### src/sv/wwn_pkg.sv
`default_nettype none
// ----------------------------------------------------------------------------
// wwn_pkg: shared definitions for the windowed waveform norm unit
// Widths, register indexes, mode codes and the status bundle of the
// multi-cycle arithmetic units.
// ----------------------------------------------------------------------------
package wwn_pkg;

    // Defaults for the top-level parameters.
    localparam int MAX_SAMPLES_DEF = 4096;
    localparam int SAMPLE_BITS_DEF = 16;

    // Configuration port.
    localparam int CFG_IDX_W  = 2;
    localparam int CFG_DATA_W = 12;
    localparam int WIN_W      = 12;

    localparam logic [CFG_IDX_W-1:0] REG_NORM_MODE    = 2'd0;
    localparam logic [CFG_IDX_W-1:0] REG_WINDOW_START = 2'd1;
    localparam logic [CFG_IDX_W-1:0] REG_WINDOW_END   = 2'd2;

    localparam logic [WIN_W-1:0] WIN_START_RST = 12'd0;
    localparam logic [WIN_W-1:0] WIN_END_RST   = 12'd4095;

    // Norm modes.
    localparam logic MODE_L2   = 1'b0;
    localparam logic MODE_PEAK = 1'b1;

    // Result arithmetic.
    localparam int ACC_W     = 48;
    localparam int ROOT_W    = 32;
    localparam int METRIC_W  = 32;
    localparam int FRAC_BITS = 8;

    // Status of a multi-cycle unit.
    typedef struct packed {
        logic busy;
        logic done;
    } unit_stat_t;

endpackage
`default_nettype wire

### src/sv/wwn_divider.sv
`default_nettype none
// ----------------------------------------------------------------------------
// wwn_divider: serial restoring divider
// Unsigned quotient, one bit per cycle.
// ----------------------------------------------------------------------------
module wwn_divider #(
    parameter int DVD_W = 32,
    parameter int DVS_W = 13
) (
    input  wire logic               clk,
    input  wire logic               rst_n,
    input  wire logic               start,
    input  wire logic [DVD_W-1:0]   dividend,
    input  wire logic [DVS_W-1:0]   divisor,
    output logic [DVD_W-1:0]        quotient,
    output wwn_pkg::unit_stat_t     stat
);
    import wwn_pkg::*;

    localparam int STEP_W = $clog2(DVD_W + 1);

    logic [DVD_W-1:0]  quo_reg, quo_next;
    logic [DVS_W-1:0]  rem_reg, rem_next;
    logic [DVS_W-1:0]  dvs_reg, dvs_next;
    logic [STEP_W-1:0] step_reg, step_next;
    logic              busy_reg, busy_next;
    logic              done_reg, done_next;
    logic [DVS_W:0]    rem_sh;
    logic [DVS_W:0]    rem_diff;
    logic              fits;

    // One trial subtraction per cycle; quotient bits shift in from the right.
    always_comb
    begin
        rem_sh   = {rem_reg, quo_reg[DVD_W-1]};
        rem_diff = rem_sh - {1'b0, dvs_reg};
        fits     = rem_sh >= {1'b0, dvs_reg};

        quo_next  = quo_reg;
        rem_next  = rem_reg;
        dvs_next  = dvs_reg;
        step_next = step_reg;
        busy_next = busy_reg;
        done_next = 1'b0;

        if (start)
        begin
            quo_next  = dividend;
            rem_next  = '0;
            dvs_next  = divisor;
            step_next = STEP_W'(DVD_W);
            busy_next = 1'b1;
        end
        else if (busy_reg)
        begin
            quo_next  = {quo_reg[DVD_W-2:0], fits};
            rem_next  = fits ? rem_diff[DVS_W-1:0] : rem_sh[DVS_W-1:0];
            step_next = step_reg - 1'b1;
            if (step_reg == STEP_W'(1))
            begin
                busy_next = 1'b0;
                done_next = 1'b1;
            end
        end
    end

    always_ff @(posedge clk or negedge rst_n)
    begin
        if (!rst_n)
        begin
            quo_reg  <= '0;
            rem_reg  <= '0;
            dvs_reg  <= '0;
            step_reg <= '0;
            busy_reg <= 1'b0;
            done_reg <= 1'b0;
        end
        else
        begin
            quo_reg  <= quo_next;
            rem_reg  <= rem_next;
            dvs_reg  <= dvs_next;
            step_reg <= step_next;
            busy_reg <= busy_next;
            done_reg <= done_next;
        end
    end

    assign quotient  = quo_reg;
    assign stat.busy = busy_reg;
    assign stat.done = done_reg;

endmodule
`default_nettype wire

### config.mk
export PLATFORM = sky130hd
export DESIGN_NAME = wwn_divider
export DESIGN_NICKNAME = d
export VERILOG_FILES = /design/src/sv/wwn_pkg.sv /design/src/sv/wwn_divider.sv
export SDC_FILE = /design/constraint.sdc
export NUM_CORES = 1
export LEC_CHECK = 0
export ABC_AREA = 0
export BUFFER_PORTS_ARGS = -buffer_cell sky130_fd_sc_hd__buf_2
export CORE_ASPECT_RATIO = 1.2
export CORE_MARGIN = 4
export CORE_UTILIZATION = 55
export CTS_BUF_LIST = sky130_fd_sc_hd__clkbuf_16
export CTS_CLUSTER_DIAMETER = 40
export DETAILED_ROUTE_END_ITERATION = 10
export GPL_ROUTABILITY_DRIVEN = 0
export PLACE_DENSITY = 0.77
export SYNTH_ARGS = -nofsm -noshare
export SYNTH_HDL_FRONTEND = slang
export SYNTH_SLANG_ARGS = --single-unit
export TNS_END_PERCENT = 30
### constraint.sdc
create_clock -name clk -period 7.6 [get_ports clk]
set_clock_uncertainty 0.1 [all_clocks]
set_input_delay 1.52 -clock clk [delete_from_list [all_inputs] [get_ports clk]]
set_output_delay 1.52 -clock clk [all_outputs]
set_load 0.03 [all_outputs]
# Word level (Yosys, flattened, before mapping)
# Index checks and enable logic that the tools add are counted.
# word_totals
reg_bits	66
inputBits	48
output_inout_bits	34
word_cells	24
# classes
addsub	2
n_lt_le_gt_ge	1
n_eq_ne	1
muxes	13
n_reduce_logical	1
# ops
operator	count
$mux W32	2
$mux W13	3
$ge A14 B13 Y1	1
$sub A13 B13 Y13	1
$mux W6	2
$eq A6 B1 Y1 const B	1
$mux W1	6
$sub A6 B1 Y6 const B	1
$reduce_bool A2 Y1	1

# Depth between registers and ports, before layout
# logic_depth
ltp_word	4
ltp_mapped	11
ltp_nobuf	10

# Worst setup path after synthesis
# No wires, ideal clock.
# synth_timing
path_type	reg-to-reg
start	reg quo_reg[31] (netlist: quotient[31])
end	reg rem_reg[11]
setup_time_ns	0.099
arrival_time_ns	2.467
required_time_ns	7.401
path_slack_ns	4.934
stages_incl_launch_ff	12
n_path_buf	1
period_less_slack_ns	2.666
path_cell_list	dfrtp_1 > inv_1 > ha_1 > fa_1 > nor2b_1 > o211a_1 > o31ai_4 > a21oi_2 > a2111o_1 > buf_6 > o21ai_0 > a311oi_1
# synth_via
elab_chain_len	4
elab_cells_between_ends	5
classes_between	add/sub: 1; order compare: 1; mux: 3
# synth_lines
item	line_no	rtl
start: declaration	wwn_divider.sv:22	logic [DVD_W-1:0] quo_reg, quo_next;
start signal: assignment	wwn_divider.sv:80	quo_reg <= quo_next;
$sub A13 B13 Y13 / $ge A14 B13 Y1 (equally long branches)	wwn_divider.sv:36, wwn_divider.sv:37	
$mux W13 *	wwn_divider.sv:57	rem_next = fits ? rem_diff[DVS_W-1:0] : rem_sh[DVS_W-1:0];
$mux W13 *	wwn_divider.sv:54	else if (busy_reg)
$mux W13 *	wwn_divider.sv:46	if (start)
end signal: assignment	wwn_divider.sv:81	rem_reg <= rem_next;
end: declaration	wwn_divider.sv:23	logic [DVS_W-1:0] rem_reg, rem_next;
# Mark *: on every way between the ends. The rest lies on a longest branch, timed or not. The select of a mux whose other input is x is not followed.
# A chain may end at the register's enable or synchronous reset.

# Final worst setup path
# layout_timing
start	reg quo_reg[31] (netlist: quotient[31])
end	reg rem_reg[1]
# Same word-level chain as after synthesis.

==> impl_metrics.xml <==
<?xml version="1.0" encoding="UTF-8"?>
<metrics>
  <group name="outcome">
    <metric name="result_of_the_run" unit="">completed</metric>
  </group>
  <group name="global_route">
    <metric name="grt_remaining_overflow" unit="">0</metric>
    <metric name="initial_antenna_violation_count" unit="">0</metric>
    <metric name="first_pass_grt_wire_length" unit="mm">12.99</metric>
    <metric name="via_count_of_the_first_global_routing_pass" unit="">2828</metric>
    <metric name="maximum_number_of_pins_on_one_net_before_global_route_repair" unit="">111</metric>
    <metric name="gr-usage-all-layers" unit="%">20.60</metric>
  </group>
  <group name="detailed_routing">
    <metric name="drt-pass1-iter-count" unit="">4</metric>
    <metric name="initialDrtViolationCount" unit="">139</metric>
    <metric name="drcViolationCount" unit="">0</metric>
    <metric name="post_drt_via_cell_ratio" unit="">5.428</metric>
    <metric name="post_drt_wl_per_cell" unit="um">14.49</metric>
    <metric name="postRouteAntennaNets" unit="">0</metric>
    <metric name="vias" unit="">2942</metric>
    <metric name="postRouteWirelength" unit="mm">7.855</metric>
  </group>
  <group name="setup_path">
    <metric name="largest_fanout_of_any_net_on_the_critical_path" unit="">13</metric>
    <metric name="worst_ep_arrival_time" unit="ns">3.14</metric>
    <metric name="end_kind" unit="">flop</metric>
    <metric name="cp-start-kind" unit="">flop</metric>
    <metric name="timing.critical_path.required" unit="ns">7.72</metric>
    <metric name="worst-setup-path-type" unit="">reg -&gt; reg</metric>
  </group>
  <group name="placed_design">
    <metric name="port_buffers" unit="">81</metric>
    <metric name="placedInstanceArea" unit="um2">4063</metric>
    <metric name="detailed_place_hpwl" unit="mm">5.192</metric>
    <metric name="post-place-ws" unit="ns">4.581</metric>
    <metric name="dp_cells" unit="">526</metric>
  </group>
  <group name="clock_tree">
    <metric name="cts.clk_slew.worst_paths" unit="ns">0.06</metric>
    <metric name="clkSinkCount" unit="">66</metric>
    <metric name="numCtsBuffers" unit="">9</metric>
    <metric name="cts_hold_buffers" unit="">0</metric>
    <metric name="cts_htree_levels" unit="">3</metric>
    <metric name="max-clock-path-buffers" unit="">2</metric>
    <metric name="clock-root-buffer" unit="">sky130_fd_sc_hd__clkbuf_16</metric>
    <metric name="worstSkewPairLatency" unit="ns">0.32</metric>
    <metric name="cts_repair_resized_insts" unit="">0</metric>
    <metric name="postCtsSetupBuffers" unit="">0</metric>
    <metric name="clock_tree_from_tritoncts" unit="">built</metric>
  </group>
  <group name="worst_hold_path">
    <metric name="hold_class" unit="">reg -&gt; reg</metric>
  </group>
  <group name="timing">
    <metric name="timing.max_slew.rel_slack" unit="%">39.21</metric>
    <metric name="timing_max_transition_violations_final" unit="">0</metric>
    <metric name="finalWorstSetupSlack" unit="ns">4.581</metric>
    <metric name="achievable-frequency" unit="MHz">331.2</metric>
    <metric name="hold_viol_final" unit="">0</metric>
    <metric name="finalWorstPathRequiredPeriod" unit="ns">3.019</metric>
    <metric name="grt_setup_unrepaired" unit="">false</metric>
    <metric name="final.setup.tns" unit="ns">0</metric>
    <metric name="finalCritPeriodShare" unit="%">39.72</metric>
    <metric name="worst_pin_slew" unit="ns">0.9119</metric>
    <metric name="timing.final.setup_violations" unit="">0</metric>
    <metric name="fin_hold_ws" unit="ns">0.4275</metric>
  </group>
  <group name="synthesis">
    <metric name="synthDominantAreaCellType" unit="">sky130_fd_sc_hd__dfrtp_1</metric>
    <metric name="synthXorXnorAreaFrac" unit="%">3.137</metric>
    <metric name="post-synth-top-count-cell" unit="">sky130_fd_sc_hd__dfrtp_1</metric>
    <metric name="synth-edff-count" unit="">0</metric>
    <metric name="synth_seq_area_share" unit="%">45.50</metric>
    <metric name="main_combinational_cell_family_by_area_after_synthesis" unit="">compound AO/OA/AOI/OAI gates</metric>
    <metric name="fraction_of_post_synthesis_cell_area_in_the_top_cell_type_by_area" unit="%">45.50</metric>
    <metric name="most_area_consuming_cells_after_synthesis" unit="">sky130_fd_sc_hd__dfrtp_1, sky130_fd_sc_hd__mux2i_1, sky130_fd_sc_hd__o21ai_0</metric>
    <metric name="yosys.area_share.adder" unit="%">5.722</metric>
    <metric name="synth-async-reset-ratio" unit="%">100.0</metric>
    <metric name="count_of_cell_types_in_the_netlist" unit="">47</metric>
    <metric name="synth_ff_type" unit="">sky130_fd_sc_hd__dfrtp_1</metric>
    <metric name="synthesis.nets" unit="">444</metric>
    <metric name="postSynthRegisterBits" unit="">66</metric>
    <metric name="post_synthesis_instance_total" unit="">380</metric>
    <metric name="simple_gate_share_of_the_synthesized_area" unit="%">14.44</metric>
    <metric name="synth.avg_cell_area" unit="um2">9.552</metric>
    <metric name="yosys_warnings" unit="">0</metric>
    <metric name="ys_top_cells_by_count" unit="">sky130_fd_sc_hd__dfrtp_1, sky130_fd_sc_hd__nand2_1, sky130_fd_sc_hd__o21ai_0</metric>
    <metric name="post_synth_instance_area" unit="um2">3630</metric>
    <metric name="synth.mux.area_fraction" unit="%">10.79</metric>
    <metric name="synth_compound_gate_area_share" unit="%">15.82</metric>
  </group>
  <group name="layout">
    <metric name="antenna-diode-count" unit="">0</metric>
    <metric name="final_cell_area" unit="um2">4429</metric>
    <metric name="largest_reg_flops" unit="">32</metric>
    <metric name="finish.net_count" unit="">516</metric>
    <metric name="layout-drive-gt1-share" unit="%">23.19</metric>
    <metric name="post_layout_nonfiller_instances" unit="">542</metric>
    <metric name="areaGrowthSynthToFinish" unit="%">22.03</metric>
  </group>
  <group name="power">
    <metric name="leakagePower" unit="nW">2.378</metric>
    <metric name="ir_drop_worst_vdd" unit="mV">0.2384</metric>
    <metric name="p_per_area" unit="nW/um2">355.3</metric>
  </group>
  <group name="floorplan">
    <metric name="initial_cell_density_of_the_core" unit="%">56.66</metric>
    <metric name="die_width" unit="um">82.16</metric>
    <metric name="design.portCount" unit="">82</metric>
    <metric name="die_height" unit="um">96.99</metric>
    <metric name="placementRows" unit="">32</metric>
    <metric name="design.core.area" unit="um2">6406</metric>
    <metric name="design.die.area" unit="um2">7969</metric>
  </group>
  <group name="job">
    <metric name="maxCapViolCount" unit="">0</metric>
  </group>
</metrics>
final cells by class:
class                      instances  area (um2)
inverter                          17       63.81
fill                             482        1977
timing repair buffer              84       427.9
sequential                        66        1653
clock inverter                     7       141.4
tap                               85       106.4
clock buffer                       9       225.2
multi-input combinational        274        1812
path summary, 6_finish.rpt:
path                                                from                       to  slack (ns)  cells after the start
worst max-delay path            quotient[31]$_DFFE_PN0P_   rem_reg[1]$_DFFE_PN0P_        4.58                     10
worst min-delay path              dvs_reg[5]$_DFFE_PN0P_   dvs_reg[5]$_DFFE_PN0P_        0.43                      2
worst max register to register  quotient[31]$_DFFE_PN0P_   rem_reg[1]$_DFFE_PN0P_        4.58                     10
worst min register to register    dvs_reg[5]$_DFFE_PN0P_   dvs_reg[5]$_DFFE_PN0P_        0.43                      2
max in group asynchronous                          rst_n       busy_reg$_DFF_PN0_        5.56                      2
min in group asynchronous                          rst_n  step_reg[4]$_DFFE_PN0P_        1.28                      2
per-layer routing:
layer  global-route usage, %  wire, um
met1                   25.95      3376
met2                   34.29      3984
met3                   4.004       447
met4                   7.801        46
met5                       0         0
placed cells by master (no fill, tap or decap), types with 2 or more instances in the layout:
cell type and count:
sky130_fd_sc_hd__a21o_1 3, sky130_fd_sc_hd__buf_4 3, sky130_fd_sc_hd__mux2i_1 38, sky130_fd_sc_hd__nor3_1 4
sky130_fd_sc_hd__nor2_1 32, sky130_fd_sc_hd__dfrtp_1 65, sky130_fd_sc_hd__nand3_1 4, sky130_fd_sc_hd__ha_1 15
sky130_fd_sc_hd__xnor2_1 11, sky130_fd_sc_hd__buf_2 81, sky130_fd_sc_hd__nor2b_1 2, sky130_fd_sc_hd__clkinv_4 2
sky130_fd_sc_hd__clkbuf_16 9, sky130_fd_sc_hd__nand2_1 52, sky130_fd_sc_hd__o211a_1 3, sky130_fd_sc_hd__or2b_1 2
sky130_fd_sc_hd__xor2_1 2, sky130_fd_sc_hd__inv_1 17, sky130_fd_sc_hd__a211oi_1 10, sky130_fd_sc_hd__bufinv_16 4
sky130_fd_sc_hd__a21oi_1 10, sky130_fd_sc_hd__a311oi_1 4, sky130_fd_sc_hd__nand4_1 2, sky130_fd_sc_hd__and4b_1 2
sky130_fd_sc_hd__nand2b_1 4, sky130_fd_sc_hd__o21ai_0 52, sky130_fd_sc_hd__or2_2 2
worst max-delay path, cell delays in order (launching register included):
cell and delay, ns:
sky130_fd_sc_hd__dfrtp_1 0.37, sky130_fd_sc_hd__inv_1 0.06, sky130_fd_sc_hd__ha_1 0.21, sky130_fd_sc_hd__fa_1 0.40, sky130_fd_sc_hd__nor2b_1 0.16, sky130_fd_sc_hd__o211a_1 0.24, sky130_fd_sc_hd__o31ai_4 0.08, sky130_fd_sc_hd__a21oi_2 0.22
sky130_fd_sc_hd__a2111o_1 0.53, sky130_fd_sc_hd__or2b_1 0.27, sky130_fd_sc_hd__a311oi_1 0.26
cell families after synthesis:
| logic type | Yosys count |
|---|---|
| and+or+nand+nor | 116 |
| AOI/OAI and AO/OA | 90 |
| DFF | 66 |
| buffers and inverters | 40 |
| muxes | 39 |
| adders and majority gates | 16 |
| xor gates and xnor gates | 13 |
stage by stage:
stage / power (mW) / utilization (%)
2_1_floorplan: 0.9566 / -
3_3_place_gp: 1.051 / 63.42
3_5_place_dp: 1.066 / 63.42
4_1_cts: 1.579 / 69.14
5_1_grt: 1.669 / 69.14
6_report: 1.574 / 69.14
power breakdown:
group	switching (mW)	leakage [nW]	internal, mW
clock	0.151	0.177	0.353
combinational	0.336	1.38	0.258
sequential	0.0556	0.818	0.419
total	0.543	2.38	1.03
(Power assumes the default switching activity.)
