## src/sv/wwn_pkg.sv

```systemverilog
`default_nettype none
// ----------------------------------------------------------------------------
// wwn_pkg: shared definitions for the windowed waveform norm unit
// Widths, register indexes, mode codes and the status bundle of the
// multi-cycle arithmetic units.
// ----------------------------------------------------------------------------
package wwn_pkg;

    // Defaults for the top-level parameters.
    localparam int MAX_SAMPLES_DEF = 4096;
    localparam int SAMPLE_BITS_DEF = 16;

    // Configuration port.
    localparam int CFG_IDX_W  = 2;
    localparam int CFG_DATA_W = 12;
    localparam int WIN_W      = 12;

    localparam logic [CFG_IDX_W-1:0] REG_NORM_MODE    = 2'd0;
    localparam logic [CFG_IDX_W-1:0] REG_WINDOW_START = 2'd1;
    localparam logic [CFG_IDX_W-1:0] REG_WINDOW_END   = 2'd2;

    localparam logic [WIN_W-1:0] WIN_START_RST = 12'd0;
    localparam logic [WIN_W-1:0] WIN_END_RST   = 12'd4095;

    // Norm modes.
    localparam logic MODE_L2   = 1'b0;
    localparam logic MODE_PEAK = 1'b1;

    // Result arithmetic.
    localparam int ACC_W     = 48;
    localparam int ROOT_W    = 32;
    localparam int METRIC_W  = 32;
    localparam int FRAC_BITS = 8;

    // Status of a multi-cycle unit.
    typedef struct packed {
        logic busy;
        logic done;
    } unit_stat_t;

endpackage
`default_nettype wire

```

## src/sv/wwn_sqrt.sv

```systemverilog
`default_nettype none
// ----------------------------------------------------------------------------
// wwn_sqrt: serial integer square root
// Digit-by-digit root of a 2*ROOT_W bit radicand, one root bit per cycle.
// ----------------------------------------------------------------------------
module wwn_sqrt #(
    parameter int ROOT_W = 32
) (
    input  wire logic                  clk,
    input  wire logic                  rst_n,
    input  wire logic                  start,
    input  wire logic [2*ROOT_W-1:0]   radicand,
    output logic [ROOT_W-1:0]          root,
    output wwn_pkg::unit_stat_t        stat
);
    import wwn_pkg::*;

    localparam int RAD_W  = 2 * ROOT_W;
    localparam int REM_W  = ROOT_W + 2;
    localparam int STEP_W = $clog2(ROOT_W + 1);

    logic [RAD_W-1:0]  rad_reg, rad_next;
    logic [REM_W-1:0]  rem_reg, rem_next;
    logic [ROOT_W-1:0] root_reg, root_next;
    logic [STEP_W-1:0] step_reg, step_next;
    logic              busy_reg, busy_next;
    logic              done_reg, done_next;
    logic [REM_W+1:0]  rem_sh;
    logic [REM_W+1:0]  trial;
    logic [REM_W+1:0]  rem_diff;
    logic              fits;

    // Bring down two radicand bits, try root*4+1, keep the result if it fits.
    always_comb
    begin
        rem_sh   = {rem_reg, rad_reg[RAD_W-1 -: 2]};
        trial    = (REM_W + 2)'({root_reg, 2'b01});
        rem_diff = rem_sh - trial;
        fits     = rem_sh >= trial;

        rad_next  = rad_reg;
        rem_next  = rem_reg;
        root_next = root_reg;
        step_next = step_reg;
        busy_next = busy_reg;
        done_next = 1'b0;

        if (start)
        begin
            rad_next  = radicand;
            rem_next  = '0;
            root_next = '0;
            step_next = STEP_W'(ROOT_W);
            busy_next = 1'b1;
        end
        else if (busy_reg)
        begin
            rad_next  = {rad_reg[RAD_W-3:0], 2'b00};
            rem_next  = fits ? rem_diff[REM_W-1:0] : rem_sh[REM_W-1:0];
            root_next = {root_reg[ROOT_W-2:0], fits};
            step_next = step_reg - 1'b1;
            if (step_reg == STEP_W'(1))
            begin
                busy_next = 1'b0;
                done_next = 1'b1;
            end
        end
    end

    always_ff @(posedge clk or negedge rst_n)
    begin
        if (!rst_n)
        begin
            rad_reg  <= '0;
            rem_reg  <= '0;
            root_reg <= '0;
            step_reg <= '0;
            busy_reg <= 1'b0;
            done_reg <= 1'b0;
        end
        else
        begin
            rad_reg  <= rad_next;
            rem_reg  <= rem_next;
            root_reg <= root_next;
            step_reg <= step_next;
            busy_reg <= busy_next;
            done_reg <= done_next;
        end
    end

    assign root      = root_reg;
    assign stat.busy = busy_reg;
    assign stat.done = done_reg;

endmodule
`default_nettype wire

```

## config.mk

```make
export PLATFORM = sky130hd
export DESIGN_NAME = wwn_sqrt
export DESIGN_NICKNAME = d
export VERILOG_FILES = /design/src/sv/wwn_pkg.sv /design/src/sv/wwn_sqrt.sv
export SDC_FILE = /design/constraint.sdc
export NUM_CORES = 1
export LEC_CHECK = 0
export ABC_CLOCK_PERIOD_IN_PS = 4000
export BUFFER_PORTS_ARGS = -buffer_cell sky130_fd_sc_hd__buf_2
export CAP_MARGIN = 0
export CORE_MARGIN = 1.5
export CORE_UTILIZATION = 30
export DETAILED_ROUTE_END_ITERATION = 8
export SYNTH_ARGS = -nofsm -noshare
export SYNTH_HDL_FRONTEND = slang
export SYNTH_SLANG_ARGS = --single-unit
```

## constraint.sdc

```tcl
create_clock -name clk -period 4 [get_ports clk]
set_input_delay 0.6 -clock clk [delete_from_list [all_inputs] [get_ports clk]]
set_output_delay 0.6 -clock clk [all_outputs]
set_load 0.01 [all_outputs]
```

After elaboration in Yosys (flattened, before gate mapping)
Cells that the tools add are included.

word-level totals
  logic and storage cells = 26
  output and inout port bits = 34
  input bits = 67
  register bits after elaboration = 138

operators by class
  reduce and logical (&&, ||, !) cells = 1
  magnitude comparators = 1
  muxes and demuxes = 15
  equality and inequality tests = 1
  add/subtract/negate cells = 2

operators with widths
  kind                                                                   count
  64-bit 2-to-1 mux                                                      2
  34-bit 2-to-1 mux                                                      3
  32-bit 2-to-1 mux                                                      2
  36-bit by 34-bit greater-or-equal comparator with 1-bit output         1
  34-bit subtractor                                                      1
  6-bit 2-to-1 mux                                                       2
  6-bit by 1-bit equality test with 1-bit output, second input constant  1
  1-bit 2-to-1 mux                                                       6
  6-bit by 1-bit subtractor with 6-bit output, second input constant     1
  2-bit nonzero test                                                     1

Longest topological paths before layout
Gate-level depths: netlist of the first run.

  depth after elaboration = 4
  mapped depth = 13
  mapped depth without buffers = 10

Worst setup path before layout of the first run
Ideal clock, no wire load.

  kind = register to register
  start point = reg root_reg[9] (netlist: root[9])
  end point = reg rem_reg[12]
  data required time = 3.904 ns
  stages on the path, launching flop included = 14
  library setup time = 0.096 ns
  clock period less this slack = 2.658 ns
  buffers on the path = 3
  arrival time = 2.562 ns
  setup slack = 1.342 ns
  cell sequence = dfrtp_1 -> inv_1 -> ha_1 -> buf_6 -> and4_4 -> and3_4 -> a41oi_2 -> a21oi_1 -> or4_4 -> nor2_4 -> buf_6 -> buf_8 -> nand2_2 -> a311oi_2

between the ends
  word-level cells in the longest chain between the ends = 4
  elaborated cells between the ends (all ways) = 5
  classes of those cells = add/sub (1); order compare (1); mux (3)

RTL lines
  what                                                                                                        line                            RTL
  start: declaration                                                                                          wwn_sqrt.sv:24                  logic [ROOT_W-1:0] root_reg, root_next;
  start signal: assignment                                                                                    wwn_sqrt.sv:85                  root_reg <= root_next;
  34-bit subtractor / 36-bit by 34-bit greater-or-equal comparator with 1-bit output (equally long branches)  wwn_sqrt.sv:38, wwn_sqrt.sv:39
  34-bit 2-to-1 mux (*)                                                                                       wwn_sqrt.sv:59                  rem_next = fits ? rem_diff[REM_W-1:0] : rem_sh[REM_W-1:0];
  34-bit 2-to-1 mux (*)                                                                                       wwn_sqrt.sv:56                  else if (busy_reg)
  34-bit 2-to-1 mux (*)                                                                                       wwn_sqrt.sv:48                  if (start)
  end signal: assignment                                                                                      wwn_sqrt.sv:84                  rem_reg <= rem_next;
  end: declaration                                                                                            wwn_sqrt.sv:23                  logic [REM_W-1:0] rem_reg, rem_next;

Mark *: on every way between the ends. The rest lies on a longest branch, timed or not. The select of a mux whose other input is x is not followed.
A chain may end at the register's enable or synchronous reset.

Final worst setup path of the first run
  start point = reg root_reg[3] (netlist: root[3])
  end point = reg rem_reg[17]

Same word-level chain as after synthesis.

==> summary.txt, run 1 <==
====================================================================================================
Total via count after detailed routing ................................................         6838
Final Max Slew Viols ..................................................................            0
Starting Density ......................................................................        30.5%
Final count of hold timing violations .................................................            0
# port buffers ........................................................................          100
Met3 track utilization from global routing ............................................        3.89%
Slew at the pin with the worst max-slew slack .........................................     0.855 ns
Overflow after GRT ....................................................................            0
Met2 Resource Use GR ..................................................................        23.7%
Maximum clock insertion buffer count ..................................................            2
Placer's final routability congestion estimate ........................................        0.881
Number of instances in the synthesized netlist ........................................          938
Depth of the CTS H-tree ...............................................................            4
Combinational cell fraction of total power ............................................        50.6%
Area of the mapped netlist ............................................................ 0.00844 mm^2
Worst EP required .....................................................................      4.31 ns
Final critical path time including I/O delays and setup ...............................      3.30 ns
Part of the total power dissipated in the clock network ...............................        23.5%
Clk sink count ........................................................................          138
Count of flip-flops with a built-in enable after synthesis ............................            0
Syn avg cell area .....................................................................    9.00 um^2
Net Sw Frac ...........................................................................        41.9%
Core Rows .............................................................................           61
Met1 global-route usage ...............................................................        19.2%
Num ports .............................................................................          101
Share of synthesized registers carrying an async set or reset .........................         100%
Placed wire-length estimate after detailed placement ..................................      14.0 mm
Pin count of the biggest net entering global routing ..................................          115
Die Span X ............................................................................       171 um
Wire per inst .........................................................................      14.6 um
Number of fillers in the final layout .................................................         2834
Number of nets produced by synthesis ..................................................         1041
Outcome ............................................................................... complete, no violations
Wirelength, routed ....................................................................      20.4 mm
Layout overhead on the synthesized area ...............................................        16.8%
Number of remaining DRC errors ........................................................            0
Post-CTS setup buffer count ...........................................................            0
Core Region ...........................................................................  0.0277 mm^2
Area occupied by multi-input gates .................................................... 0.00454 mm^2
Root Buffer Master .................................................................... sky130_fd_sc_hd__clkbuf_16
Synthesized flop and latch total ......................................................          138
Setup violators final .................................................................            0
Worst hold slack ......................................................................     0.182 ns
Fraction of layout instances using a drive strength above 1 ...........................        16.5%
Sequential area share after synthesis .................................................        40.9%
Setup crit start kind .................................................................    flip-flop
Post-layout net count .................................................................         1108
Iteration count of the initial detailed-routing pass ..................................            5
FF-to-FF path depth ...................................................................           11
Total routing usage reported by global routing ........................................        14.6%
Floorplan die area ....................................................................  0.0291 mm^2
Flip-flop count of the largest register, all copies and words added ...................           64
Worst-case headroom to the max-slew limit .............................................        43.0%
Fin Clk Skew ..........................................................................    0.0130 ns
First-pass GRT wire length ............................................................      34.4 mm
Number of gates resized after CTS .....................................................            0
ANT nets after route ..................................................................            0
Leading cell type in the layout, fill and taps excluded ............................... sky130_fd_sc_hd__nand2_1
Clock tree from TritonCTS .............................................................          yes
Vertical extent of the die ............................................................       171 um
Via density per instance ..............................................................         4.89
Most frequent cells in the layout ..................................................... 138 x sky130_fd_sc_hd__nand2_1, 137 x sky130_fd_sc_hd__dfrtp_1, 98 x sky130_fd_sc_hd__buf_2
Layer carrying the most global-route usage ............................................         met2
Relative contribution of sequential cells to total power ..............................        25.9%
Antenna violations before repair ......................................................            2
Count of maximum capacitance violations ...............................................            0
WP data arrival .......................................................................      3.61 ns
Count of warnings emitted by yosys ....................................................            0
Period utilisation layout .............................................................        82.4%
Number of CTS-inserted buffers ........................................................           17
WS Path Type .......................................................................... flip-flop to flip-flop
Net switching component of the power ..................................................      2.96 mW
Number of global-route vias before repair .............................................         6856
Crit Path Max Fanout ..................................................................           15
Element type at the critical path end .................................................    flip-flop
Internal power ........................................................................      4.11 mW
Most instantiated flip-flop cell in the synthesis netlist ............................. sky130_fd_sc_hd__dfrtp_1
Worst skew pair latency ...............................................................      0.43 ns
Summed negative setup slack over all endpoints ........................................         0 ns
Sequential cell area .................................................................. 0.00346 mm^2
Path category of the worst min-delay check ............................................ input port to asynchronous set/reset pin
Max IR drop VDD .......................................................................     0.280 mV
Iteration-0 DRC count of the detailed router ..........................................          431
Number of distinct library cells after synthesis ......................................           65
Static leakage power ..................................................................      5.06 nW
F_max .................................................................................      303 MHz
Clock-pin slew reported for the worst setup and hold paths after clock tree synthesis .      0.06 ns
Setup repair after global routing missed its margin ...................................           no
Number of buffers inserted for hold repair after clock tree synthesis .................            0
PwrDens ...............................................................................  717 mW/mm^2
====================================================================================================
-- synthesized netlist by cell type, types with 5 or more instances --
cell / number / area [um^2]
sky130_fd_sc_hd__dfrtp_1: 138 / 3450
sky130_fd_sc_hd__nand2_1: 138 / 518
sky130_fd_sc_hd__mux2i_1: 95 / 951
sky130_fd_sc_hd__o21ai_0: 92 / 460
sky130_fd_sc_hd__nor2_1: 86 / 323
sky130_fd_sc_hd__a21oi_1: 50 / 250
sky130_fd_sc_hd__inv_1: 45 / 169
sky130_fd_sc_hd__clkbuf_1: 40 / 150
sky130_fd_sc_hd__ha_1: 36 / 450
sky130_fd_sc_hd__xnor2_1: 18 / 158
sky130_fd_sc_hd__a311oi_1: 17 / 149
sky130_fd_sc_hd__nand3_1: 12 / 60.1
sky130_fd_sc_hd__o21a_1: 12 / 90.1
sky130_fd_sc_hd__nor3_1: 11 / 55.1
sky130_fd_sc_hd__xor2_1: 11 / 96.3
sky130_fd_sc_hd__a211oi_1: 10 / 75.1
sky130_fd_sc_hd__a21o_1: 10 / 75.1
sky130_fd_sc_hd__nand2b_1: 9 / 56.3
sky130_fd_sc_hd__nand4_1: 7 / 43.8
sky130_fd_sc_hd__a2bb2oi_1: 6 / 52.6
sky130_fd_sc_hd__a311oi_2: 6 / 90.1
sky130_fd_sc_hd__buf_2: 6 / 30.0
sky130_fd_sc_hd__nand2_2: 6 / 37.5
sky130_fd_sc_hd__o21bai_1: 6 / 45.0
sky130_fd_sc_hd__a31oi_1: 5 / 31.3
sky130_fd_sc_hd__o211ai_1: 5 / 37.5
-- cell families after synthesis --
logic type | Yosys count | share of synthesized area, %
AND/OR/NAND/NOR | 294 | 15.4
AO/OA/AOI/OAI | 243 | 18.8
flip-flops | 138 | 40.9
buffers and inverters | 103 | 5.29
multiplexers | 95 | 11.3
adder cells (fa/ha/maj) | 36 | 5.34
XOR/XNOR | 29 | 3.01
-- per-stage QoR --
stage               setup WS [ns]  std cells  cell area (um^2)  power [mW]  util, %
floorplan                    1.34        938              8440        4.63        -
global route                0.460       1396              9860        7.61     35.6
detailed placement          0.670       1364              9250        5.40     33.4
CTS                         0.689       1396              9860        7.12     35.6
finish                      0.703       1397              9860        7.07     35.6
global placement            0.784       1364              9250        5.36     33.4
-- worst paths after layout --
path / slack (ns) / startpoint / to
worst max-delay path: 0.70 / root[3]$_DFFE_PN0P_ / rem_reg[17]$_DFFE_PN0P_
worst min-delay path: 0.18 / rst_n / root[12]$_DFFE_PN0P_
worst max register to register: 0.70 / root[3]$_DFFE_PN0P_ / rem_reg[17]$_DFFE_PN0P_
worst min register to register: 0.52 / step_reg[5]$_DFFE_PN0P_ / step_reg[5]$_DFFE_PN0P_
max in group asynchronous: 3.00 / rst_n / rad_reg[53]$_DFFE_PN0P_
min in group clk: 0.37 / radicand[10] / rad_reg[10]$_DFFE_PN0P_
-- worst max-delay path, cell delays in order, from the launching register on --
cell and delay (ns):
sky130_fd_sc_hd__dfrtp_1 0.38, sky130_fd_sc_hd__inv_1 0.06, sky130_fd_sc_hd__ha_1 0.37, sky130_fd_sc_hd__a211oi_1 0.34, sky130_fd_sc_hd__nor2_1 0.12, sky130_fd_sc_hd__o31ai_1 0.40, sky130_fd_sc_hd__a31oi_2 0.19, sky130_fd_sc_hd__o21ba_2 0.29
sky130_fd_sc_hd__nor2_4 0.45, sky130_fd_sc_hd__buf_12 0.22, sky130_fd_sc_hd__nand2_1 0.06, sky130_fd_sc_hd__a311oi_1 0.30
-- power by group through the flow --
stage | clock (mW) | sequential [mW] | combinational [mW]
2_1_floorplan | 0 | 1.79 | 2.84
3_3_place_gp | 0 | 1.86 | 3.51
3_5_place_dp | 0 | 1.86 | 3.54
4_1_cts | 1.71 | 1.84 | 3.58
5_1_grt | 1.75 | 1.87 | 3.99
6_report | 1.66 | 1.83 | 3.58
-- layout make-up --
class | count | share of cell area, %
Timing Repair Buffer | 106 | 6.17
Clock inverter | 14 | 1.75
Antenna cell | 1 | 0.0254
Tap cell | 378 | 4.80
Sequential cell | 138 | 35.1
Multi-Input combinational cell | 697 | 46.0
Inverter | 45 | 1.71
Clock buffer | 18 | 4.45
-- metal layers --
layer  share of wire [%]  vias up
met5                0.15        -
met4                0.81        4
met3                 5.0       24
met2                  47      132
met1                  47     3242
li1                    -     3436
(Power assumes the default switching activity.)
==> run 2, diff against run 1 <==
Settings changed: ABC_CLOCK_PERIOD_IN_PS 4000 to 2850.
Clock period 4 ns to 2.85 ns, I/O delays scaled along.
==> run 2 against run 1 <==
The run now ends with hold timing left. Fmax grew 19%. Clock power up 42%. Core utilization up 2.0 points. Clock-buffer cell count decreased by 1. Sequential power is 39% higher. Wire length grew 4.4%. Sequential share of layout area is 1.9 points lower. Power increased by 52%. Die area is the same.
==> summary.txt, run 2 (same netlist as run 1, synthesis figures left out) <==
====================================================================================================
Outcome ............................................................................... finished with violations
Violations in the final reports .......................................................  hold timing
Fraction of layout instances using a drive strength above 1 ...........................        22.6%   +6.1 points
R2r setup slk .........................................................................      0.09 ns   -0.62 ns
Final critical path time including I/O delays and setup ...............................      2.76 ns   -0.532 ns
Number of CTS-inserted buffers ........................................................           17   unchanged
Final Max Slew Viols ..................................................................            0   unchanged
Area occupied by multi-input gates .................................................... 0.00465 mm^2   +2.5%
Wire per inst .........................................................................      14.7 um   +0.72%
Pin count of the biggest net entering global routing ..................................           90   -22%
Layout overhead on the synthesized area ...............................................        23.4%
ANT nets after route ..................................................................            0   unchanged
Max IR drop VDD .......................................................................     0.524 mV   +87%
Total routing usage reported by global routing ........................................        14.8%   +0.18 points
Depth of the CTS H-tree ...............................................................            4   unchanged
Buffering stage count on the worst path with inverters included .......................            2   unchanged
Starting Density ......................................................................        30.5%   unchanged
Clk sink count ........................................................................          138   unchanged
Worst hold slack ......................................................................  -0.00376 ns   -0.186 ns
Most frequent cells in the layout ..................................................... 137 x sky130_fd_sc_hd__nand2_1, 137 x sky130_fd_sc_hd__dfrtp_1, 98 x sky130_fd_sc_hd__buf_2
Overflow after GRT ....................................................................            0   unchanged
Via density per instance ..............................................................         4.90   +0.17%
Setup violators final .................................................................            0   unchanged
Post-layout net count .................................................................         1159   +4.6%
Static leakage power ..................................................................      5.33 nW   +5.4%
Area of all placed cells without fillers ..............................................  0.0104 mm^2   +5.6%
Clock-pin slew reported for the worst setup and hold paths after clock tree synthesis .      0.07 ns   about the same
Number of global-route vias before repair .............................................         6816   -0.58%
Highest cell delay on the worst timing path ...........................................      0.48 ns   +0.03 ns
Worst r2r src ......................................................................... root[17]$_DFFE_PN0P_
Kind of cell with the highest combined delay on the critical path ..................... simple AND/OR/NAND/NOR gates
Worst skew pair latency ...............................................................      0.43 ns   about the same
Worst-case headroom to the max-slew limit .............................................        55.2%   +12 points
First-pass GRT wire length ............................................................      34.5 mm   +0.24%
Core Rows .............................................................................           61   unchanged
Placer's final routability congestion estimate ........................................        0.867   -1.7%
Sequential cell area .................................................................. 0.00346 mm^2   unchanged
Count of maximum capacitance violations ...............................................            0   unchanged
Cell Chain, Critical Path ............................................................. inv_1 > ha_1 > and4_1 > and3_4 > a41oi_2 > a21oi_2 > or4_4 > nor2_4 > buf_12 > a21oi_1 > a311oi_1
Startpoint of the worst setup timing path ............................................. root[17]$_DFFE_PN0P_
WS Path Type .......................................................................... flip-flop to flip-flop
Final count of hold timing violations .................................................            2   +2
Core Region ...........................................................................  0.0277 mm^2   unchanged
# port buffers ........................................................................          100   unchanged
Final Worst Setup Slack ...............................................................    0.0851 ns   -0.618 ns
Vertical extent of the die ............................................................       171 um   unchanged
Clock tree from TritonCTS .............................................................          yes
Die Span X ............................................................................       171 um   unchanged
Path category of the worst min-delay check ............................................ input port to asynchronous set/reset pin
Floorplan die area ....................................................................  0.0291 mm^2   unchanged
Setup crit start kind .................................................................    flip-flop
Slew at the pin with the worst max-slew slack .........................................     0.671 ns   -0.183 ns
Wirelength, routed ....................................................................      21.3 mm   +4.4%
Period utilisation layout .............................................................        97.0%   +15 points
Crit Path Max Fanout ..................................................................           18   +3
Fin Clk Skew ..........................................................................    0.0103 ns   -0.00265 ns
PwrDens ............................................................................... 1030 mW/mm^2   +44%
WP data arrival .......................................................................      3.09 ns   -0.52 ns
Number of fillers in the final layout .................................................         2807   -0.95%
F_max .................................................................................      362 MHz   +19%
Cell with the biggest individual delay on the critical path ........................... sky130_fd_sc_hd__or4_4
Worst EP required .....................................................................      3.18 ns   -1.13 ns
Antenna violations before repair ......................................................            2   unchanged
Iteration-0 DRC count of the detailed router ..........................................          342   -21%
Number of remaining DRC errors ........................................................            0   unchanged
Iteration count of the initial detailed-routing pass ..................................            5   unchanged
Maximum clock insertion buffer count ..................................................            2   unchanged
Worst slack at placement ..............................................................    -0.188 ns   -0.857 ns
Standard cell area after detailed placement ........................................... 0.00962 mm^2   +4.0%
Root Buffer Master .................................................................... sky130_fd_sc_hd__clkbuf_16
Num ports .............................................................................          101   unchanged
Element type at the critical path end .................................................    flip-flop
Flip-flop count of the largest register, all copies and words added ...................           64   unchanged
Placed wire-length estimate after detailed placement ..................................      14.8 mm   +5.6%
Total via count after detailed routing ................................................         7100   +3.8%
====================================================================================================
run 2: cell count changes in the layout (fill, tap and decap cells not counted), moves of 2 or more:
cell and change:
sky130_fd_sc_hd__buf_4 +47, sky130_fd_sc_hd__a211oi_2 +2, sky130_fd_sc_hd__clkinv_8 +2, sky130_fd_sc_hd__o21ai_0 -5
sky130_fd_sc_hd__ha_1 -10, sky130_fd_sc_hd__a211oi_1 -2, sky130_fd_sc_hd__o21ai_1 +4, sky130_fd_sc_hd__buf_12 +2
sky130_fd_sc_hd__a21oi_2 +4, sky130_fd_sc_hd__a21oi_1 -4, sky130_fd_sc_hd__ha_2 +9
run 2: what timing repair did:
| item | CTS | global route |
|---|---|---|
| gates cloned | 0 | 1 |
| hold buffers | 0 | 0 |
| pin swaps | 0 | 6 |
| setup buffers | 0 | 4 |
| resized for setup | 2 | 32 |
| endpoints found under the setup margin | 1 | 35 |
run 2: final cells by class:
cell class / count / area share (%)
antenna: 1 / 0.0240
multi-input combinational: 697 / 44.7
clock buffer: 17 / 4.09
inverter: 45 / 1.62
timing repair buffer: 157 / 9.96
tap: 378 / 4.54
sequential: 138 / 33.2
clock inverter: 15 / 1.90
run 2: routing by layer:
metal	part of all wire, %	GRT usage (%)
met5	0.061	0
met1	48	19.8
met3	4.9	3.68
met4	1.3	4.04
met2	46	23.6
run 2: where the power goes:
| part | total [mW] | switching (mW) | internal (mW) |
|---|---|---|---|
| combinational | 5.82 | 3.19 | 2.63 |
| sequential | 2.55 | 0.257 | 2.29 |
| clock | 2.36 | 1.02 | 1.34 |
run 2: worst paths after layout:
| check | endpoint | cells after the start |
|---|---|---|
| max | rem_reg[15]$_DFFE_PN0P_ | 11 |
| min | root[13]$_DFFE_PN0P_ | 1 |
| max reg2reg | rem_reg[15]$_DFFE_PN0P_ | 11 |
| min reg2reg | step_reg[5]$_DFFE_PN0P_ | 2 |
| max in group asynchronous | rad_reg[63]$_DFFE_PN0P_ | 2 |
| min in group clk | rad_reg[8]$_DFFE_PN0P_ | 3 |
run 2: stage by stage:
stage	total power [mW]	cells	setup TNS (ns)	hold slack [ns]	util [%]
after CTS	10.4	1442	0	0.0188	37.0
final	10.7	1448	0	-0.00376	37.6
after global routing	11.5	1447	-0.00703	0.0422	37.6
after detailed placement	8.02	1410	-0.188	0.476	34.7
after global placement	7.95	1410	-0.123	0.472	34.7
after floorplan	6.50	938	0	0.132	-
==> run 3, diff against run 2 <==
Settings changed: MAX_ROUTING_LAYER set to met4.
==> run 3 against run 2 <==
The run now ends clean. Clock power decreased by 3%. Highest routed layer is now met4. Die area did not move. Sequential share of layout area decreased by 1.4 points. Wire length rose by 1.4%. Flip-flop and latch count stayed put. Sequential power about the same. Via count grew 2.0%. Critical path depth rose by 1. Non-clock buffer count grew 52. Fmax rose by 1.4%. Largest cell class unchanged.
==> summary.txt, run 3 (same netlist as run 1, synthesis figures left out) <==
====================================================================================================
Leading cell type in the layout, fill and taps excluded ............................... sky130_fd_sc_hd__nand2_1
WP data arrival .......................................................................      3.05 ns   -0.04 ns
Worst EP required .....................................................................      3.18 ns   about the same
Clock tree from TritonCTS .............................................................          yes
Post-layout net count .................................................................         1211   +4.5%
Element type at the critical path end .................................................    flip-flop
Num ports .............................................................................          101   unchanged
# port buffers ........................................................................          100   unchanged
Worst-case headroom to the max-slew limit .............................................        27.6%   -28 points
Cell Chain, Critical Path ............................................................. inv_1 > ha_1 > buf_4 > a21o_1 > a21o_1 > a21oi_1 > a31oi_4 > o21ba_4 > nor2_4 > buf_12 > a21oi_1 > a311oi_2
Final Max Slew Viols ..................................................................            0   unchanged
Total routing usage reported by global routing ........................................        15.8%   +1.0 points
Iteration-0 DRC count of the detailed router ..........................................          415   +21%
Root Buffer Master .................................................................... sky130_fd_sc_hd__clkbuf_16
Fin Clk Skew ..........................................................................    0.0140 ns   +0.00367 ns
Clock-pin slew reported for the worst setup and hold paths after clock tree synthesis .      0.08 ns   about the same
Period utilisation layout .............................................................        95.7%   -1.3 points
Number of CTS-inserted buffers ........................................................           17   unchanged
Pin count of the biggest net entering global routing ..................................           96   +6.7%
Number of global-route vias before repair .............................................         7127   +4.6%
PwrDens ............................................................................... 1010 mW/mm^2   -1.9%
Worst hold slack ......................................................................     0.193 ns   +0.197 ns
Die Span X ............................................................................       171 um   unchanged
Final Worst Setup Slack ...............................................................     0.122 ns   +0.0371 ns
Max IR drop VDD .......................................................................     0.590 mV   +13%
Placer's final routability congestion estimate ........................................        0.870   +0.33%
Placed wire-length estimate after detailed placement ..................................      15.3 mm   +3.4%
Cell with the biggest individual delay on the critical path ........................... sky130_fd_sc_hd__dfrtp_1
Setup violators final .................................................................            0   unchanged
Fraction of layout instances using a drive strength above 1 ...........................        26.6%   +3.9 points
Core Region ...........................................................................  0.0277 mm^2   unchanged
Setup crit start kind .................................................................    flip-flop
Final count of hold timing violations .................................................            0   -2
Vertical extent of the die ............................................................       171 um   unchanged
Layout overhead on the synthesized area ...............................................        28.9%
Crit Path Max Fanout ..................................................................           18   unchanged
Flip-flop count of the largest register, all copies and words added ...................           64   unchanged
Floorplan die area ....................................................................  0.0291 mm^2   unchanged
Wire per inst .........................................................................      14.4 um   -2.2%
Wirelength, routed ....................................................................      21.7 mm   +1.4%
ANT nets after route ..................................................................            0   unchanged
Antenna violations before repair ......................................................            3   +1
Starting Density ......................................................................        30.5%   unchanged
Buffering stage count on the worst path with inverters included .......................            3   +1
Overflow after GRT ....................................................................            0   unchanged
Kind of cell with the highest combined delay on the critical path ..................... compound AO/OA/AOI/OAI gates
Slew at the pin with the worst max-slew slack .........................................      1.09 ns   +0.414 ns
Static leakage power ..................................................................      5.61 nW   +5.3%
Most frequent cells in the layout ..................................................... 138 x sky130_fd_sc_hd__nand2_1, 137 x sky130_fd_sc_hd__dfrtp_1, 102 x sky130_fd_sc_hd__buf_4
Worst slack at placement ..............................................................    -0.217 ns   -0.0296 ns
Count of maximum capacitance violations ...............................................            0   unchanged
WS Path Type .......................................................................... flip-flop to flip-flop
Via density per instance ..............................................................         4.82   -1.6%
Total via count after detailed routing ................................................         7244   +2.0%
Number of fillers in the final layout .................................................         2816   +0.32%
Outcome ............................................................................... complete, no violations
Highest cell delay on the worst timing path ...........................................      0.34 ns   -0.14 ns
Path category of the worst min-delay check ............................................ input port to flip-flop
Worst skew pair latency ...............................................................      0.44 ns   about the same
Core Rows .............................................................................           61   unchanged
Final critical path time including I/O delays and setup ...............................      2.73 ns   -0.0371 ns
Depth of the CTS H-tree ...............................................................            4   unchanged
Clk sink count ........................................................................          138   unchanged
First-pass GRT wire length ............................................................      35.8 mm   +3.9%
Maximum clock insertion buffer count ..................................................            2   unchanged
F_max .................................................................................      367 MHz   +1.4%
Number of remaining DRC errors ........................................................            0   unchanged
Iteration count of the initial detailed-routing pass ..................................            5   unchanged
====================================================================================================
-- run 3: cell count changes in the layout (fill, tap and decap cells not counted), moves of 2 or more --
cell / previous run / this run
sky130_fd_sc_hd__a311oi_2: 6 / 14
sky130_fd_sc_hd__bufinv_16: 2 / 0
sky130_fd_sc_hd__inv_6: 6 / 2
sky130_fd_sc_hd__diode_2: 1 / 3
sky130_fd_sc_hd__ha_2: 9 / 0
sky130_fd_sc_hd__ha_1: 26 / 34
sky130_fd_sc_hd__clkinv_8: 2 / 7
sky130_fd_sc_hd__buf_4: 49 / 102
sky130_fd_sc_hd__a311oi_1: 17 / 9
-- run 3: per-stage QoR --
step           util, %  cells  area (um^2)  power [mW]  TNS, ns
2_1_floorplan        -    938         8440        6.50        0
3_3_place_gp      36.1   1462         9990        8.19   -0.243
3_5_place_dp      36.1   1462         9990        8.23   -0.401
4_1_cts           38.4   1495        10600        10.6        0
5_1_grt           39.3   1502        10900        11.9  -0.0599
6_report          39.3   1502        10900        11.0        0
-- run 3: layout make-up --
| type | count | area [um^2] | share of cell area, % |
|---|---|---|---|
| sequential | 138 | 3460 | 31.8 |
| inverter | 45 | 169 | 1.55 |
| tap | 378 | 473 | 4.35 |
| clock buffer | 17 | 425 | 3.91 |
| timing repair buffer | 209 | 1400 | 12.9 |
| clock inverter | 15 | 196 | 1.81 |
| multi-input combinational | 697 | 4750 | 43.6 |
| antenna | 3 | 7.51 | 0.0690 |
-- run 3: tightest hold or removal path, stage by stage --
cell                      delay (ns)
sky130_fd_sc_hd__buf_2          0.08
sky130_fd_sc_hd__nand2_1        0.04
sky130_fd_sc_hd__o21ai_0        0.05
-- run 3: metal layers --
metal	up-vias	part of all wire, %	GRT usage, %
met5	-	0	-
met4	0	1.0	3.54
met3	18	4.1	3.49
met2	128	48	25.4
met1	3457	47	20.4
li1	3641	-	-
-- run 3: power breakdown --
group          switching [mW]  total (mW)  internal, mW  leakage [nW]
clock network            1.10        2.30          1.20         0.301
logic                    3.30        6.19          2.89          3.55
registers               0.228        2.52          2.29          1.77
-- run 3: path summary, 6_finish.rpt --
path | endpoint | startpoint | cells after the start | slack (ns)
worst max-delay path | rem_reg[15]$_DFFE_PN0P_ | root[15]$_DFFE_PN0P_ | 12 | 0.12
max in group asynchronous | rad_reg[31]$_DFFE_PN0P_ | rst_n | 3 | 1.50
worst min register to register | step_reg[5]$_DFFE_PN0P_ | step_reg[5]$_DFFE_PN0P_ | 2 | 0.54
min in group asynchronous | root[13]$_DFFE_PN0P_ | rst_n | 2 | 0.50
worst min-delay path | rad_reg[9]$_DFFE_PN0P_ | radicand[9] | 3 | 0.19
worst max register to register | rem_reg[15]$_DFFE_PN0P_ | root[15]$_DFFE_PN0P_ | 12 | 0.12
-- run 3: what timing repair did --
item                                   4_1_cts  5_1_grt
setup endpoints to repair                    7       33
buffers inserted                             0        4
gates resized for setup                      3       40
endpoints found under the hold margin       47        0
hold buffers                                 1        0
pin swaps                                    0        5
